--- src/rtl/core/pts_pkg.sv ---
// Package for the priority thread scheduler: operation, status and state codes.
// Used by every module under rtl/core; depends on nothing.
`default_nettype none

package pts_pkg;

  localparam int TID_W = 4;

  // Requested operation.
  localparam logic [2:0] OP_MAKE_READY = 3'd0;
  localparam logic [2:0] OP_SLEEP      = 3'd1;
  localparam logic [2:0] OP_TICK       = 3'd2;
  localparam logic [2:0] OP_TERMINATE  = 3'd3;
  localparam logic [2:0] OP_BLOCK      = 3'd4;

  // Per-thread state in the thread table.
  localparam logic [1:0] TS_DEAD  = 2'd0;
  localparam logic [1:0] TS_READY = 2'd1;
  localparam logic [1:0] TS_WAIT  = 2'd2;
  localparam logic [1:0] TS_RUN   = 2'd3;

  // Result status.
  localparam logic [1:0] RS_OK      = 2'd0;
  localparam logic [1:0] RS_FULL    = 2'd1;
  localparam logic [1:0] RS_INVALID = 2'd2;

  // Queue levels.
  localparam logic [1:0] Q_LOW    = 2'd0;
  localparam logic [1:0] Q_NORMAL = 2'd1;
  localparam logic [1:0] Q_HIGH   = 2'd2;

  // Register byte address.
  localparam logic [2:0] ADDR_IDLE_THREAD = 3'd0;

  typedef enum logic [3:0] {
    S_IDLE,
    S_MR,
    S_SLP,
    S_TICK,
    S_TRD,
    S_TREQ,
    S_TERM,
    S_TNEXT,
    S_SCAN,
    S_DISP,
    S_DISP2,
    S_DISP3
  } state_t;

endpackage

`default_nettype wire

--- src/rtl/core/pts_apb_regs.sv ---
// APB register block of the scheduler: holds the idle thread number.
// Depends on pts_pkg.
`default_nettype none

module pts_apb_regs (
  input  wire  logic                      clk,
  input  wire  logic                      rst,
  input  wire  logic                      psel,
  input  wire  logic                      penable,
  input  wire  logic                      pwrite,
  input  wire  logic [2:0]                paddr,
  input  wire  logic [31:0]               pwdata,
  output logic [31:0]                     prdata,
  output logic                            pready,
  output logic [pts_pkg::TID_W-1:0]       idle_thread
);
  import pts_pkg::*;

  // The single register is written on the access phase of a write request.
  always_ff @(posedge clk) begin
    if (rst) begin
      idle_thread <= TID_W'(1);
    end else if (psel && penable && pwrite && paddr == ADDR_IDLE_THREAD) begin
      idle_thread <= pwdata[TID_W-1:0];
    end
  end

  // Reads return the register, zero elsewhere.
  always_comb begin
    pready = 1'b1;
    prdata = '0;
    if (paddr == ADDR_IDLE_THREAD) begin
      prdata = 32'(idle_thread);
    end
  end

endmodule

`default_nettype wire

--- src/rtl/core/pts_fifo_ram.sv ---
// Ready queue storage: one synchronous RAM holding the three queue rings.
// Contents are undefined until written. Depends on pts_pkg.
`default_nettype none

module pts_fifo_ram #(
  parameter int DEPTH = 48,
  parameter int AW    = 6
) (
  input  wire  logic                        clk,
  input  wire  logic                        we,
  input  wire  logic [AW-1:0]               waddr,
  input  wire  logic [pts_pkg::TID_W-1:0]   wdata,
  input  wire  logic [AW-1:0]               raddr,
  output logic [pts_pkg::TID_W-1:0]         rdata
);
  import pts_pkg::*;

  logic [TID_W-1:0] mem [DEPTH];

  // One write port and one registered read port.
  always_ff @(posedge clk) begin
    if (we) begin
      mem[waddr] <= wdata;
    end
    rdata <= mem[raddr];
  end

endmodule

`default_nettype wire

--- src/rtl/core/pts_thread_table.sv ---
// Thread table: one synchronous RAM entry per thread {state, priority, sleep}.
// Valid bits make unwritten entries read as zero after reset. Depends on pts_pkg.
`default_nettype none

module pts_thread_table #(
  parameter int DEPTH = 16,
  parameter int IW    = 4,
  parameter int EW    = 20
) (
  input  wire  logic          clk,
  input  wire  logic          rst,
  input  wire  logic          we,
  input  wire  logic [IW-1:0] waddr,
  input  wire  logic [EW-1:0] wdata,
  input  wire  logic [IW-1:0] raddr,
  output logic [EW-1:0]       rdata
);
  import pts_pkg::*;

  logic [EW-1:0]    mem [DEPTH];
  logic [DEPTH-1:0] valid;
  logic [EW-1:0]    mem_q;
  logic             valid_q;

  // Entry storage with registered read.
  always_ff @(posedge clk) begin
    if (we) begin
      mem[waddr] <= wdata;
    end
    mem_q <= mem[raddr];
  end

  // Valid bits are cleared at reset and set by the first write of an entry.
  always_ff @(posedge clk) begin
    if (rst) begin
      valid   <= '0;
      valid_q <= 1'b0;
    end else begin
      if (we) begin
        valid[waddr] <= 1'b1;
      end
      valid_q <= valid[raddr];
    end
  end

  assign rdata = valid_q ? mem_q : '0;

endmodule

`default_nettype wire

--- src/rtl/core/priority_thread_scheduler_unit.sv ---
// Top level of the priority thread scheduler: sequencer over the thread table
// and the ready queue RAM. Depends on pts_pkg, pts_apb_regs, pts_fifo_ram and
// pts_thread_table.
// Terminate of a thread that is not running scans each of the three queues, and
// tick walks the thread table, one entry per cycle. One request at a time.
// busy is high while a request is at work; done pulses one cycle per result.
// Reset (synchronous) clears the queues and thread table at once; no sweep.
`default_nettype none

module priority_thread_scheduler_unit #(
  parameter int THREAD_COUNT = 16,
  parameter int QUEUE_DEPTH  = 16,
  parameter int TICK_BITS    = 16
) (
  input  wire  logic                      clk,
  input  wire  logic                      rst,
  input  wire  logic                      psel,
  input  wire  logic                      penable,
  input  wire  logic                      pwrite,
  input  wire  logic [2:0]                paddr,
  input  wire  logic [31:0]               pwdata,
  output logic [31:0]                     prdata,
  output logic                            pready,
  input  wire  logic                      start,
  output logic                            busy,
  input  wire  logic [2:0]                operation,
  input  wire  logic [pts_pkg::TID_W-1:0] thread_id,
  input  wire  logic [1:0]                thread_priority,
  input  wire  logic [15:0]               tick_count,
  output logic                            done,
  output logic [pts_pkg::TID_W-1:0]       running_thread,
  output logic [pts_pkg::TID_W-1:0]       previous_thread,
  output logic                            switched,
  output logic [1:0]                      status
);
  import pts_pkg::*;

  localparam int IW = (THREAD_COUNT > 1) ? $clog2(THREAD_COUNT) : 1;
  localparam int PW = (QUEUE_DEPTH > 1) ? $clog2(QUEUE_DEPTH) : 1;
  localparam int CW = $clog2(QUEUE_DEPTH + 1);
  localparam int SW = CW + 1;
  localparam int FDEPTH = 3 * QUEUE_DEPTH;
  localparam int AW = $clog2(FDEPTH);
  localparam int EW = 4 + TICK_BITS;

  state_t state, state_next;

  logic [TID_W-1:0]     idle_thread;
  logic [TID_W-1:0]     running, running_next;
  logic [TID_W-1:0]     prev, prev_next;
  logic [TID_W-1:0]     tid, tid_next;
  logic [1:0]           pri, pri_next;
  logic [1:0]           qsel, qsel_next;
  logic [1:0]           st, st_next;
  logic [TICK_BITS-1:0] sleep_val, sleep_val_next;
  logic [TICK_BITS-1:0] sat_ticks;
  logic [IW-1:0]        idx, idx_next;
  logic [CW-1:0]        kpos, kpos_next;
  logic [CW-1:0]        mpos, mpos_next;
  logic                 fin;

  logic [PW-1:0] head [3];
  logic [PW-1:0] tail [3];
  logic [CW-1:0] count [3];
  logic [PW-1:0] head_next [3];
  logic [PW-1:0] tail_next [3];
  logic [CW-1:0] count_next [3];

  logic          push_en, pop_en;
  logic [1:0]    push_q, pop_q;
  logic [TID_W-1:0] push_id;
  logic          scan_end;
  logic [CW-1:0] scan_cnt;

  logic             tbl_we;
  logic [IW-1:0]    tbl_waddr, tbl_raddr;
  logic [EW-1:0]    tbl_wdata, tbl_rdata;
  logic             fifo_we;
  logic [AW-1:0]    fifo_waddr, fifo_raddr;
  logic [TID_W-1:0] fifo_wdata, fifo_rdata;

  logic [1:0]           e_status, e_pri;
  logic [TICK_BITS-1:0] e_sleep, e_dec;
  logic                 t_ok, run_ok;

  pts_apb_regs u_regs (
    .clk         (clk),
    .rst         (rst),
    .psel        (psel),
    .penable     (penable),
    .pwrite      (pwrite),
    .paddr       (paddr),
    .pwdata      (pwdata),
    .prdata      (prdata),
    .pready      (pready),
    .idle_thread (idle_thread)
  );

  pts_thread_table #(
    .DEPTH (THREAD_COUNT),
    .IW    (IW),
    .EW    (EW)
  ) u_table (
    .clk   (clk),
    .rst   (rst),
    .we    (tbl_we),
    .waddr (tbl_waddr),
    .wdata (tbl_wdata),
    .raddr (tbl_raddr),
    .rdata (tbl_rdata)
  );

  pts_fifo_ram #(
    .DEPTH (FDEPTH),
    .AW    (AW)
  ) u_fifo (
    .clk   (clk),
    .we    (fifo_we),
    .waddr (fifo_waddr),
    .wdata (fifo_wdata),
    .raddr (fifo_raddr),
    .rdata (fifo_rdata)
  );

  // Sleep length saturates to the largest counter value.
  generate
    if (TICK_BITS >= 16) begin : g_sat_wide
      assign sat_ticks = TICK_BITS'(tick_count);
    end else begin : g_sat_narrow
      assign sat_ticks = (|tick_count[15:TICK_BITS]) ? '1 : tick_count[TICK_BITS-1:0];
    end
  endgenerate

  // Address of a slot within one queue ring.
  function automatic logic [AW-1:0] faddr(input logic [1:0] q, input logic [PW-1:0] p);
    faddr = AW'(q) * AW'(QUEUE_DEPTH) + AW'(p);
  endfunction

  // Ring position plus an offset of at most one full ring.
  function automatic logic [PW-1:0] wrap_add(input logic [PW-1:0] base,
                                             input logic [CW-1:0] off);
    logic [SW-1:0] s;
    s = SW'(base) + SW'(off);
    if (s >= SW'(QUEUE_DEPTH)) begin
      s = s - SW'(QUEUE_DEPTH);
    end
    wrap_add = PW'(s);
  endfunction

  // Fields of the entry read last cycle.
  assign e_status = tbl_rdata[EW-1:EW-2];
  assign e_pri    = tbl_rdata[EW-3:EW-4];
  assign e_sleep  = tbl_rdata[TICK_BITS-1:0];
  assign e_dec    = e_sleep - TICK_BITS'(1);

  assign t_ok   = 32'(thread_id) < THREAD_COUNT;
  assign run_ok = (running != idle_thread) && (32'(running) < THREAD_COUNT);
  assign busy   = (state != S_IDLE);

  // Occupancy of the selected queue and scan bound.
  always_comb begin
    scan_cnt = '0;
    for (int q = 0; q < 3; q++) begin
      if (qsel == 2'(q)) begin
        scan_cnt = count[q];
      end
    end
  end

  // Sequencer: next state, memory accesses and queue updates.
  always_comb begin
    state_next     = state;
    running_next   = running;
    prev_next      = prev;
    tid_next       = tid;
    pri_next       = pri;
    qsel_next      = qsel;
    st_next        = st;
    sleep_val_next = sleep_val;
    idx_next       = idx;
    kpos_next      = kpos;
    mpos_next      = mpos;
    fin            = 1'b0;
    scan_end       = 1'b0;
    push_en        = 1'b0;
    push_q         = Q_LOW;
    push_id        = '0;
    pop_en         = 1'b0;
    pop_q          = Q_LOW;
    tbl_we         = 1'b0;
    tbl_waddr      = '0;
    tbl_wdata      = '0;
    tbl_raddr      = '0;
    fifo_we        = 1'b0;
    fifo_waddr     = '0;
    fifo_wdata     = '0;
    fifo_raddr     = '0;
    for (int q = 0; q < 3; q++) begin
      head_next[q]  = head[q];
      tail_next[q]  = tail[q];
      count_next[q] = count[q];
    end

    case (state)
      S_IDLE: begin
        if (start) begin
          tid_next       = thread_id;
          pri_next       = thread_priority;
          prev_next      = running;
          st_next        = RS_OK;
          sleep_val_next = (operation == OP_SLEEP) ? sat_ticks : '0;
          case (operation)
            OP_MAKE_READY: begin
              if (!t_ok || thread_priority > Q_HIGH || thread_id == running ||
                  thread_id == idle_thread) begin
                st_next = RS_INVALID;
                fin     = 1'b1;
              end else begin
                tbl_raddr  = IW'(thread_id);
                state_next = S_MR;
              end
            end
            OP_SLEEP, OP_BLOCK: begin
              if (!run_ok || (operation == OP_SLEEP && tick_count == '0)) begin
                st_next = RS_INVALID;
                fin     = 1'b1;
              end else begin
                tbl_raddr  = IW'(running);
                state_next = S_SLP;
              end
            end
            OP_TICK: begin
              tbl_raddr  = '0;
              idx_next   = '0;
              state_next = S_TICK;
            end
            OP_TERMINATE: begin
              if (!t_ok || thread_id == idle_thread) begin
                st_next = RS_INVALID;
                fin     = 1'b1;
              end else begin
                tbl_raddr  = IW'(thread_id);
                state_next = S_TERM;
              end
            end
            default: begin
              st_next = RS_INVALID;
              fin     = 1'b1;
            end
          endcase
        end
      end

      // Make ready: refuse a thread already queued, else push it unless its queue is full.
      S_MR: begin
        qsel_next = pri;
        if (e_status == TS_READY) begin
          st_next    = RS_INVALID;
          fin        = 1'b1;
          state_next = S_IDLE;
        end else begin
          push_en    = 1'b1;
          push_q     = pri;
          push_id    = tid;
          tbl_we     = 1'b1;
          tbl_waddr  = IW'(tid);
          tbl_wdata  = {TS_READY, pri, TICK_BITS'(0)};
          for (int q = 0; q < 3; q++) begin
            if (pri == 2'(q) && count[q] == CW'(QUEUE_DEPTH)) begin
              push_en = 1'b0;
              tbl_we  = 1'b0;
              st_next = RS_FULL;
            end
          end
          fin        = 1'b1;
          state_next = S_IDLE;
        end
      end

      // Sleep or block: the running thread waits, then dispatch.
      S_SLP: begin
        tbl_we     = 1'b1;
        tbl_waddr  = IW'(running);
        tbl_wdata  = {TS_WAIT, e_pri, sleep_val};
        state_next = S_DISP;
      end

      // Tick walk: one thread entry per cycle, read of the next one overlapped.
      S_TICK: begin
        if (e_status == TS_WAIT && e_sleep != '0) begin
          tbl_we    = 1'b1;
          tbl_waddr = idx;
          tbl_wdata = {TS_WAIT, e_pri, e_dec};
          if (e_dec == '0) begin
            tbl_wdata = {TS_READY, e_pri, TICK_BITS'(0)};
            push_en   = 1'b1;
            push_q    = e_pri;
            push_id   = TID_W'(idx);
            for (int q = 0; q < 3; q++) begin
              if (e_pri == 2'(q) && count[q] == CW'(QUEUE_DEPTH)) begin
                push_en   = 1'b0;
                tbl_wdata = {TS_WAIT, e_pri, TICK_BITS'(1)};
                st_next   = RS_FULL;
              end
            end
          end
        end
        if (idx != IW'(THREAD_COUNT - 1)) begin
          tbl_raddr = idx + IW'(1);
          idx_next  = idx + IW'(1);
        end else if (run_ok) begin
          state_next = S_TRD;
        end else begin
          state_next = S_DISP;
        end
      end

      // Read the running thread after the walk has written its last entry.
      S_TRD: begin
        tbl_raddr  = IW'(running);
        state_next = S_TREQ;
      end

      // Re-queue the running thread; if its queue is full it keeps running.
      S_TREQ: begin
        push_en    = 1'b1;
        push_q     = e_pri;
        push_id    = running;
        tbl_we     = 1'b1;
        tbl_waddr  = IW'(running);
        tbl_wdata  = {TS_READY, e_pri, e_sleep};
        state_next = S_DISP;
        for (int q = 0; q < 3; q++) begin
          if (e_pri == 2'(q) && count[q] == CW'(QUEUE_DEPTH)) begin
            push_en    = 1'b0;
            tbl_we     = 1'b0;
            st_next    = RS_FULL;
            fin        = 1'b1;
            state_next = S_IDLE;
          end
        end
      end

      // Terminate: the running thread dies and a dispatch follows; any
      // other live thread is removed from every queue.
      S_TERM: begin
        tbl_we    = 1'b1;
        tbl_waddr = IW'(tid);
        tbl_wdata = {TS_DEAD, e_pri, TICK_BITS'(0)};
        if (tid == running) begin
          state_next = S_DISP;
        end else if (e_status == TS_DEAD) begin
          tbl_we     = 1'b0;
          st_next    = RS_INVALID;
          fin        = 1'b1;
          state_next = S_IDLE;
        end else begin
          qsel_next  = Q_LOW;
          state_next = S_TNEXT;
        end
      end

      // Start the scan of the selected queue, or step past an empty one.
      S_TNEXT: begin
        kpos_next = '0;
        mpos_next = '0;
        if (scan_cnt != '0) begin
          for (int q = 0; q < 3; q++) begin
            if (qsel == 2'(q)) begin
              fifo_raddr = faddr(qsel, head[q]);
            end
          end
          state_next = S_SCAN;
        end else if (qsel == Q_HIGH) begin
          fin        = 1'b1;
          state_next = S_IDLE;
        end else begin
          qsel_next = qsel + 2'd1;
        end
      end

      // Compact the queue in place, dropping the terminated thread.
      S_SCAN: begin
        for (int q = 0; q < 3; q++) begin
          if (qsel == 2'(q)) begin
            if (fifo_rdata != tid) begin
              fifo_we    = 1'b1;
              fifo_waddr = faddr(qsel, wrap_add(head[q], mpos));
              fifo_wdata = fifo_rdata;
              mpos_next  = mpos + CW'(1);
            end
            if (kpos + CW'(1) < scan_cnt) begin
              kpos_next  = kpos + CW'(1);
              fifo_raddr = faddr(qsel, wrap_add(head[q], kpos + CW'(1)));
            end else begin
              scan_end      = 1'b1;
              tail_next[q]  = wrap_add(head[q], mpos_next);
              count_next[q] = mpos_next;
            end
          end
        end
        if (scan_end) begin
          if (qsel == Q_HIGH) begin
            fin        = 1'b1;
            state_next = S_IDLE;
          end else begin
            qsel_next  = qsel + 2'd1;
            state_next = S_TNEXT;
          end
        end
      end

      // Dispatch: pop the head of the highest non-empty queue; the idle thread runs if all are empty.
      S_DISP: begin
        if (count[2] != '0) begin
          pop_en = 1'b1;
          pop_q  = Q_HIGH;
        end else if (count[1] != '0) begin
          pop_en = 1'b1;
          pop_q  = Q_NORMAL;
        end else if (count[0] != '0) begin
          pop_en = 1'b1;
          pop_q  = Q_LOW;
        end
        qsel_next = pop_q;
        if (pop_en) begin
          state_next = S_DISP2;
        end else begin
          running_next = idle_thread;
          fin          = 1'b1;
          state_next   = S_IDLE;
        end
      end

      // The popped thread runs; read its entry to keep priority and sleep.
      S_DISP2: begin
        running_next = fifo_rdata;
        tbl_raddr    = IW'(fifo_rdata);
        state_next   = S_DISP3;
      end

      // Mark the new running thread as running.
      S_DISP3: begin
        tbl_we     = 1'b1;
        tbl_waddr  = IW'(running);
        tbl_wdata  = {TS_RUN, e_pri, e_sleep};
        fin        = 1'b1;
        state_next = S_IDLE;
      end

      default: begin
        state_next = S_IDLE;
      end
    endcase

    // Queue pointer updates for a push or a pop.
    for (int q = 0; q < 3; q++) begin
      if (push_en && push_q == 2'(q)) begin
        fifo_we       = 1'b1;
        fifo_waddr    = faddr(push_q, tail[q]);
        fifo_wdata    = push_id;
        tail_next[q]  = wrap_add(tail[q], CW'(1));
        count_next[q] = count[q] + CW'(1);
      end
      if (pop_en && pop_q == 2'(q)) begin
        fifo_raddr    = faddr(pop_q, head[q]);
        head_next[q]  = wrap_add(head[q], CW'(1));
        count_next[q] = count[q] - CW'(1);
      end
    end
  end

  // Control state.
  always_ff @(posedge clk) begin
    if (rst) begin
      state   <= S_IDLE;
      running <= '0;
      done    <= 1'b0;
      for (int q = 0; q < 3; q++) begin
        head[q]  <= '0;
        tail[q]  <= '0;
        count[q] <= '0;
      end
    end else begin
      state   <= state_next;
      running <= running_next;
      done    <= fin;
      for (int q = 0; q < 3; q++) begin
        head[q]  <= head_next[q];
        tail[q]  <= tail_next[q];
        count[q] <= count_next[q];
      end
    end
  end

  // Working registers and result registers.
  always_ff @(posedge clk) begin
    prev      <= prev_next;
    tid       <= tid_next;
    pri       <= pri_next;
    qsel      <= qsel_next;
    st        <= st_next;
    sleep_val <= sleep_val_next;
    idx       <= idx_next;
    kpos      <= kpos_next;
    mpos      <= mpos_next;
    if (fin) begin
      running_thread  <= running_next;
      previous_thread <= prev_next;
      switched        <= (running_next != prev_next);
      status          <= st_next;
    end
  end

`ifndef SYNTH
  a_count_bound: assert property (@(posedge clk) disable iff (rst)
    count[0] <= CW'(QUEUE_DEPTH) && count[1] <= CW'(QUEUE_DEPTH) &&
    count[2] <= CW'(QUEUE_DEPTH))
    else $error("ready queue count exceeds its depth");
  a_switched: assert property (@(posedge clk) disable iff (rst)
    done |-> switched == (running_thread != previous_thread))
    else $error("switched flag disagrees with thread numbers");
  a_status_code: assert property (@(posedge clk) disable iff (rst)
    done |-> status != 2'd3)
    else $error("result status has no meaning");
  a_progress: assert property (@(posedge clk) disable iff (rst)
    (start && !busy) |=> (done || busy))
    else $error("accepted request neither finished nor in progress");
`endif

endmodule

`default_nettype wire
--- config.mk ---
export PLATFORM = sky130hd
export DESIGN_NAME = priority_thread_scheduler_unit
export DESIGN_NICKNAME = d
export VERILOG_FILES = /design/src/rtl/core/pts_pkg.sv /design/src/rtl/core/pts_apb_regs.sv /design/src/rtl/core/pts_fifo_ram.sv /design/src/rtl/core/pts_thread_table.sv /design/src/rtl/core/priority_thread_scheduler_unit.sv
export SDC_FILE = /design/constraint.sdc
export NUM_CORES = 1
export LEC_CHECK = 0
export ABC_AREA = 1
export BUFFER_PORTS_ARGS = -buffer_cell sky130_fd_sc_hd__buf_2
export CAP_MARGIN = 15
export CORE_ASPECT_RATIO = 1.2
export CORE_MARGIN = 8
export CORE_UTILIZATION = 50
export DETAILED_ROUTE_END_ITERATION = 7
export GPL_ROUTABILITY_DRIVEN = 0
export PLACE_DENSITY = 0.64
export SETUP_SLACK_MARGIN = 0.1
export SYNTH_ARGS = -nofsm -noshare
export SYNTH_HDL_FRONTEND = slang
export SYNTH_SLANG_ARGS = --single-unit
--- constraint.sdc ---
create_clock -name clk -period 10.06 [get_ports clk]
set_input_delay 1.006 -clock clk [delete_from_list [all_inputs] [get_ports clk]]
set_output_delay 1.006 -clock clk [all_outputs]
set_load 0.03 [all_outputs]
# After elaboration in Yosys (flattened, before gate mapping)
# Memory sizes are Yosys's and may differ from the RTL's. A register that Yosys moved wholly into a read port is not among the register bits.
# Index checks and enable logic that the tools add are counted.
[word_totals]
regBits = 85
latchBits = 0
ram_bits = 551
romBits = 0
input_bits = 66
out_inout_bits = 46
word_cells = 475
mem_count = 5
[memory_table]
columns = ["name", "depth", "width", "read_ports", "rd_ports_with_merged_regs", "wr", "line_no", "source"]
rows = [
  ["u_table.mem", 16, 20, 1, 1, 1, "pts_thread_table.sv:20", "logic [EW-1:0] mem [DEPTH];"],
  ["u_fifo.mem", 48, 4, 1, 1, 1, "pts_fifo_ram.sv:18", "logic [TID_W-1:0] mem [DEPTH];"],
  ["count", 3, 5, 3, 0, 3, "priority_thread_scheduler_unit.sv:64", "logic [CW-1:0] count [3];"],
  ["head", 3, 4, 3, 0, 3, "priority_thread_scheduler_unit.sv:62", "logic [PW-1:0] head [3];"],
  ["tail", 3, 4, 3, 0, 3, "priority_thread_scheduler_unit.sv:63", "logic [PW-1:0] tail [3];"],
]
[classes]
add_sub_neg = 56
mul = 0
div_mod_pow = 0
n_lt_le_gt_ge = 20
eq_ne = 50
shifts = 0
mux = 265
bitwise = 10
n_reduce_logical = 50
[ops]
columns = ["operator", "n"]
rows = [
  ["$mux W4", 91],
  ["$mux W5", 36],
  ["$mux W6", 23],
  ["$mux W20", 6],
  ["$pmux W20 S6", 1],
  ["$add A6 B4 Y6", 15],
  ["$sub A4 B1 Y4 const B", 15],
  ["$mux W1", 57],
  ["$add A4 B5 Y6", 9],
  ["$ge A6 B5 Y1 const B", 9],
  ["$mux W2", 25],
  ["$pmux W4 S4", 3],
  ["$pmux W4 S10", 1],
  ["$logic_not A16 Y1", 2],
  ["$add A4 B1 Y5 const B", 6],
  ["$ge A5 B5 Y1 const B", 6],
  ["$add A5 B1 Y5 const B", 5],
  ["$reduce_bool A5 Y1", 5],
  ["$pmux W4 S3", 2],
  ["$pmux W2 S5", 2],
  ["$pmux W5 S2", 2],
  ["$mux W19", 1],
  ["$logic_and A1 B1 Y1", 18],
  ["$eq A4 B3 Y1 const B", 4],
  ["53 further kinds", 107],
]

# Depth between registers and ports, before layout
[depth]
ltp_word = 20
ltp_mapped = 27
depth_no_buf = 25

# Cells and area by module
# A second synthesis with hierarchy kept.
[unflattened]
cells_unflattened = 3187
hier_area_um2 = 31617.8
[by_module_without_submodules]
columns = ["module", "n_inst", "cells_per_inst", "area_each_um2", "seq_area_each_um2"]
rows = [
  ["pts_thread_table", 1, 1123, 13989.7, 10349.9],
  ["priority_thread_scheduler_unit", 1, 1296, 9034.9, 2552.4],
  ["pts_fifo_ram", 1, 697, 8127.8, 5845.6],
  ["pts_apb_regs", 1, 71, 465.4, 80.1],
]

# Least setup slack after synthesis
# No wires, ideal clock.
[synth_timing]
kind = "reg2reg"
startpoint = "register qsel[0]"
endpoint = "memory u_fifo.mem[0][0] (data pin)"
setup_time_ps = 578
arrival_time_ps = 3737
setup_slack_ps = 5746
stages_incl_launch_ff = 11
period_less_slack_ps = 4314
path_cell_list = "edfxtp_1 -> inv_1 -> ha_1 -> buf_2 -> inv_1 -> clkbuf_1 -> nand2_1 -> inv_1 -> nor2_1 -> inv_1 -> o21ai_0"
[synth_via]
elab_chain_cells = 10
[synth_lines]
columns = ["item", "line_no", "source"]
rows = [
  ["from (decl)", "priority_thread_scheduler_unit.sv:53", "logic [1:0] qsel, qsel_next;"],
  ["from (signal assigned)", "priority_thread_scheduler_unit.sv:501", "qsel <= qsel_next;"],
  ["$logic_not A2 Y1", "priority_thread_scheduler_unit.sv:385", "if (qsel == 2'(q)) begin"],
  ["$mux W4", "priority_thread_scheduler_unit.sv:385", ""],
  ["$mux W4", "priority_thread_scheduler_unit.sv:386", "if (fifo_rdata != tid) begin"],
  ["$mux W4", "priority_thread_scheduler_unit.sv:385", ""],
  ["$mux W4", "priority_thread_scheduler_unit.sv:386", ""],
  ["$mux W4 (*)", "priority_thread_scheduler_unit.sv:385", ""],
  ["$mux W4 (*)", "priority_thread_scheduler_unit.sv:204", "case (state)"],
  ["$mux W4 (*) (3 in series)", "priority_thread_scheduler_unit.sv:458", "if (push_en && push_q == 2'(q)) begin"],
  ["net fifo_wdata[0]", "priority_thread_scheduler_unit.sv:80", "logic [TID_W-1:0] fifo_wdata, fifo_rdata;"],
  ["to (decl)", "pts_fifo_ram.sv:18", ""],
]
# The timed path passes the listed nets; every way through them passes the cells marked *.

# Worst setup path in the final report
[layout_timing]
startpoint = "register qsel[1]"
endpoint = "register u_fifo.rdata[3] in the netlist's numbering, read port of u_fifo.mem"
[layout_via]
elab_chain_cells = 15
[layout_lines]
columns = ["item", "line_no", "source"]
rows = [
  ["$logic_not A2 Y1", "priority_thread_scheduler_unit.sv:164, priority_thread_scheduler_unit.sv:369, priority_thread_scheduler_unit.sv:385", ""],
  ["$mux W5 (3 in series)", "priority_thread_scheduler_unit.sv:164", "if (qsel == 2'(q)) begin"],
  ["$lt A5 B5 Y1", "priority_thread_scheduler_unit.sv:392", "if (kpos + CW'(1) < scan_cnt) begin"],
  ["$mux W6", "priority_thread_scheduler_unit.sv:392", ""],
  ["$mux W6", "priority_thread_scheduler_unit.sv:385", ""],
  ["$mux W6", "priority_thread_scheduler_unit.sv:392", ""],
  ["$mux W6", "priority_thread_scheduler_unit.sv:385", ""],
  ["$mux W6", "priority_thread_scheduler_unit.sv:392", ""],
  ["$mux W6", "priority_thread_scheduler_unit.sv:385", ""],
  ["$pmux W6 S2 (*)", "priority_thread_scheduler_unit.sv:204", ""],
  ["$mux W6 (*) (3 in series)", "priority_thread_scheduler_unit.sv:465", "if (pop_en && pop_q == 2'(q)) begin"],
  ["to (decl)", "pts_fifo_ram.sv:14", "output logic [pts_pkg::TID_W-1:0] rdata"],
]
# Mark *: on every way between the ends. The rest lies on a longest branch, timed or not.
# A chain may end at the register's enable or synchronous reset.

==> results <==
- Across every metal layer, demand over resource in global routing totals 0.231.
- The worst hold path belongs to the class reg2reg.
- For this design, the sink count on the clock tree is 660.
- The worst register-to-register path begins at qsel[1]$_DFFE_PP_.
- The most common cell after layout, fill and taps aside is sky130_fd_sc_hd__edfxtp_1.
- In the final layout, the share of cells above drive strength 1 is 0.107.
- In this run, post-CTS hold repair placed 0 buffers.
- The headroom to the max-slew limit is 0.250.
- In this run the vertical extent of the chip is roughly 290 microns.
- The post-layout net count is roughly 3300.
- Static timing analysis puts the maximum clock frequency at 0.159 GHz.
- The launch point of the worst hold path is u_table.valid[0]$_SDFFE_PP0P_.
- The flop and latch count out of synthesis is 660.
- After clock tree synthesis, the clock-pin slew on the worst setup and hold paths is 0.07 ns.
- Ranked by total cell area, the synthesized netlist is headed by sky130_fd_sc_hd__edfxtp_1 53%, sky130_fd_sc_hd__dfxtp_1 6.3%, sky130_fd_sc_hd__nand2_1 4.8%.
- The tree is rooted in a sky130_fd_sc_hd__clkbuf_16.
- For the pin with the worst max-slew slack, the measured transition is around 1.1 ns.
- The full die area is about 72000 sq um.
- The global-route wire length before repair is approximately 130 mm.
- TritonCTS built the clock tree.
- In the routed layout, each cell is associated on average with a via count of 5.85.
- The half-perimeter wire length of the detailed placement result is 53.3 mm.
- The remaining antenna violation count is 0.
- After synthesis, the share of flip-flops with an asynchronous set or reset is 0.
- In the post-route analysis, the smallest setup slack over all paths is 3.76 ns.
- Data on the critical path arrives at its endpoint at 6.79 ns.
- The H-tree depth is 3.
- The region available for standard cell placement spans 63100 sq um.
- The worst setup slack after placement is about 3.9 ns.
- Leaving out fill and tap cells, the most frequent cells in the layout are 561 x sky130_fd_sc_hd__edfxtp_1, 406 x sky130_fd_sc_hd__nand2_1, 321 x sky130_fd_sc_hd__nor2_1, 320 x sky130_fd_sc_hd__inv_1, 275 x sky130_fd_sc_hd__o21ai_0.
- The count of buffers inserted at the top-level ports is 54.
- The final count of hold timing violations is 0.
- The via count of the first global-routing pass is about 23000.
- The number of max-slew violations in the final report is 0.
- The critical path in this run is classified as reg2reg.
- The data required time at the worst endpoint is around 11 ns.
- Once the clock tree was built, the resizer swapped 0 gates to a different size.
- The peak ir drop on the vdd network is ~0.14 mV.
- The worst setup path is launched from a flop.
- For this configuration, the core starts out at a cell density of 0.503.
- The netlist area before placement is between 30000 and 40000 sq um.
- The number of warnings reported in the yosys synthesis log is 0.
- The first-pass iteration count of the detailed router is 6.
- The number of setup violations in the final report is 0.
- Between clock sinks in the finished design, the worst skew comes to between 0.02 and 0.03 ns.
- The tool flagged a number of max-cap violations equal to 0.
- The predominant post-synthesis flop cell is sky130_fd_sc_hd__edfxtp_1.
- Counting along the longest clock path gives a buffer depth of 3.
- In this run the critical register-to-register path is captured at u_fifo.rdata[3]$_DFF_P_.
- Measured in cells, the most critical reg-to-reg path has a length of 26.
- Setup repair after global routing left no endpoint under its margin.
- The smallest clock period supported by the final layout is computed as ~6.3 ns.
- The post-CTS repair timing setup buffer count is 0.
- The capturing element type of the critical path is a flop.
- The worst-skew pair later-pin latency is around 0.61 ns.
- During I/O placement, the number of pins put on the boundary was between 100 and 150.
- The horizontal die dimension is approximately 250 microns.
- The clock buffer count from CTS is 66.
- The DRC violation count after routing is 0.
- The area growth from synthesis to layout is 10.1%.
- The fraction of the yosys area taken by sequential cells is 0.594.
- The worst setup slack for register-to-register paths is around 3.8 ns.
- The mean area per synthesized cell is between 10 and 15 sq um.
- The share of synthesized area in the top cell type comes to 0.531.
- Of all nets on the critical path, the largest fanout is 61.
- The total congestion overflow is 0.
- Dividing the detail-routed wire length by the instance count gives between 20 and 25 microns.
- For this block, the routed nets add up to roughly 85 mm of wire.
- The number of cell rows is between 100 and 150.
- The pin count of the biggest net entering global routing is between 90 and 100.
- Dividing the final minimum period by the clock period gives 0.626.
- The routed layout has between 20000 and 25000 vias.
- The number of antenna violations at the first check in global routing came to 1.
- The cell taking the most area after synthesis is sky130_fd_sc_hd__edfxtp_1.
- The worst hold path cell count is 1.
- The total leakage power is between 10 and 15 nW.
- Power spread over the standard cell area amounts to between 200 and 250 nW/um^2.
- The path with the worst hold slack has its endpoint at u_table.valid[0]$_SDFFE_PP0P_.
- The sum of negative setup slack is 0 ns.
- Synthesis handed over a netlist of ~3100 instances.
- The number of enable-type register cells in the synthesized netlist is approximately 560.
- In this run, the number of DRC markers left after iteration 0 of detailed routing was about 2900.
- The flow ran to the end, and the final reports show no timing, DRC or antenna violations.
- The number of different library cells used by synthesis comes to slightly above 50.
worst max-delay path, cell delays in order, from the launching register on:
cell,delay (ns)
sky130_fd_sc_hd__edfxtp_1,0.41
sky130_fd_sc_hd__inv_1,0.11
sky130_fd_sc_hd__ha_1,0.33
sky130_fd_sc_hd__inv_1,0.39
sky130_fd_sc_hd__nand2_1,0.41
sky130_fd_sc_hd__o221ai_1,0.27
sky130_fd_sc_hd__o21ai_0,0.23
sky130_fd_sc_hd__ha_1,0.35
sky130_fd_sc_hd__a21oi_1,0.17
sky130_fd_sc_hd__o21a_1,0.18
sky130_fd_sc_hd__nand3_1,0.24
sky130_fd_sc_hd__o21ai_0,0.25
sky130_fd_sc_hd__inv_1,0.06
sky130_fd_sc_hd__nand2_1,0.11
sky130_fd_sc_hd__nand3_2,0.07
sky130_fd_sc_hd__buf_4,0.31
sky130_fd_sc_hd__nand2_4,0.53
sky130_fd_sc_hd__buf_4,0.58
sky130_fd_sc_hd__inv_1,0.36
sky130_fd_sc_hd__nand2_1,0.14
sky130_fd_sc_hd__nand2_1,0.06
sky130_fd_sc_hd__nand2_1,0.06
sky130_fd_sc_hd__nand3_1,0.09
sky130_fd_sc_hd__nand3_1,0.12
sky130_fd_sc_hd__nand3_1,0.12
sky130_fd_sc_hd__nand3_1,0.13
sky130_fd_sc_hd__nand2_1,0.07
cell families (layout without fill, tap and decap cells):
| family | after synthesis | in the layout | synth area share |
|---|---|---|---|
| other | 2 | 30 | 0.000237 |
| buffers and inverters | 502 | 557 | 0.0657 |
| AO/OA/AOI/OAI | 584 | 584 | 0.112 |
| adder cells (fa/ha/maj) | 62 | 62 | 0.0266 |
| XOR/XNOR | 72 | 72 | 0.0199 |
| AND/OR/NAND/NOR | 1250 | 1250 | 0.181 |
| flip-flops | 660 | 660 | 0.594 |
report_power, final:
part / switching (W) / internal (W) / leakage (nW)
Sequential: 0.000145 / 0.00334 / 6.11
Combinational: 0.00162 / 0.000614 / 6.37
Clock: 0.00104 / 0.00141 / 1.05
Total: 0.00280 / 0.00536 / 13.5
per-stage QoR:
step,power [W],std cells,area [sq um],util,hold WS (ns)
2_1_floorplan,0.00502,3159,31800,-,0.433
3_3_place_gp,0.00568,3918,32700,0.519,0.441
3_5_place_dp,0.00573,3918,32700,0.519,0.453
4_1_cts,0.00817,4037,34900,0.554,0.467
5_1_grt,0.00856,4038,34900,0.554,0.490
6_report,0.00817,4039,34900,0.554,0.463
flip-flops by register name, summed over array words and instances (netlist names), 4 cells and up:
register,count
count,15
head,12
idx,4
kpos,5
mpos,5
prev,4
previous_thread,4
running,4
running_thread,4
sleep_val,16
state,4
tail,12
tid,4
u_fifo.mem,192
u_fifo.rdata,4
u_regs.idle_thread,4
u_table.mem,320
u_table.mem_q,20
u_table.valid,16
Yosys cell counts, types with 16 or more instances:
master and n:
sky130_fd_sc_hd__a22oi_1 16, sky130_fd_sc_hd__nor3_1 26, sky130_fd_sc_hd__o221ai_1 71, sky130_fd_sc_hd__edfxtp_1 561, sky130_fd_sc_hd__or2_2 69, sky130_fd_sc_hd__nand4_1 27
sky130_fd_sc_hd__clkbuf_1 95, sky130_fd_sc_hd__o211ai_1 75, sky130_fd_sc_hd__buf_4 42, sky130_fd_sc_hd__or2_0 20, sky130_fd_sc_hd__a21oi_1 72, sky130_fd_sc_hd__nand3_1 262
sky130_fd_sc_hd__ha_1 53, sky130_fd_sc_hd__nand3b_1 55, sky130_fd_sc_hd__o22ai_1 20, sky130_fd_sc_hd__buf_2 22, sky130_fd_sc_hd__dfxtp_1 99, sky130_fd_sc_hd__xor2_1 57
sky130_fd_sc_hd__inv_1 321, sky130_fd_sc_hd__nor2_1 338, sky130_fd_sc_hd__o21ai_0 277, sky130_fd_sc_hd__nand2_1 407
worst max path at each step:
stage	to	slack [ns]	depth (start not counted)	startpoint
after floorplan	u_fifo.mem[0][0]$_DFFE_PP_	5.75	10	qsel[0]$_DFFE_PP_
after global placement	u_fifo.rdata[3]$_DFF_P_	4.03	25	qsel[0]$_DFFE_PP_
after detailed placement	u_fifo.rdata[3]$_DFF_P_	3.88	25	qsel[0]$_DFFE_PP_
after CTS	u_fifo.rdata[3]$_DFF_P_	3.88	25	qsel[0]$_DFFE_PP_
after global routing	u_fifo.rdata[1]$_DFF_P_	3.23	26	qsel[1]$_DFFE_PP_
final	u_fifo.rdata[3]$_DFF_P_	3.76	26	qsel[1]$_DFFE_PP_
per-layer routing:
layer / GRT usage / wire length (microns)
met1: 0.327 / 36700
met2: 0.361 / 38900
met3: 0.0349 / 7100
met4: 0.0750 / 1960
met5: 0 / 11
final cells by class:
type,count,area (sq um)
fillers,5379,28100
flip-flops and latches,660,18800
multi-input cells,1997,11000
clock buffers,97,1950
inverters,336,1260
well taps,824,1030
repair buffers,102,631
clock inverters,22,220
diodes,1,2.50
Note: power is estimated with default switching activity, not from simulation.
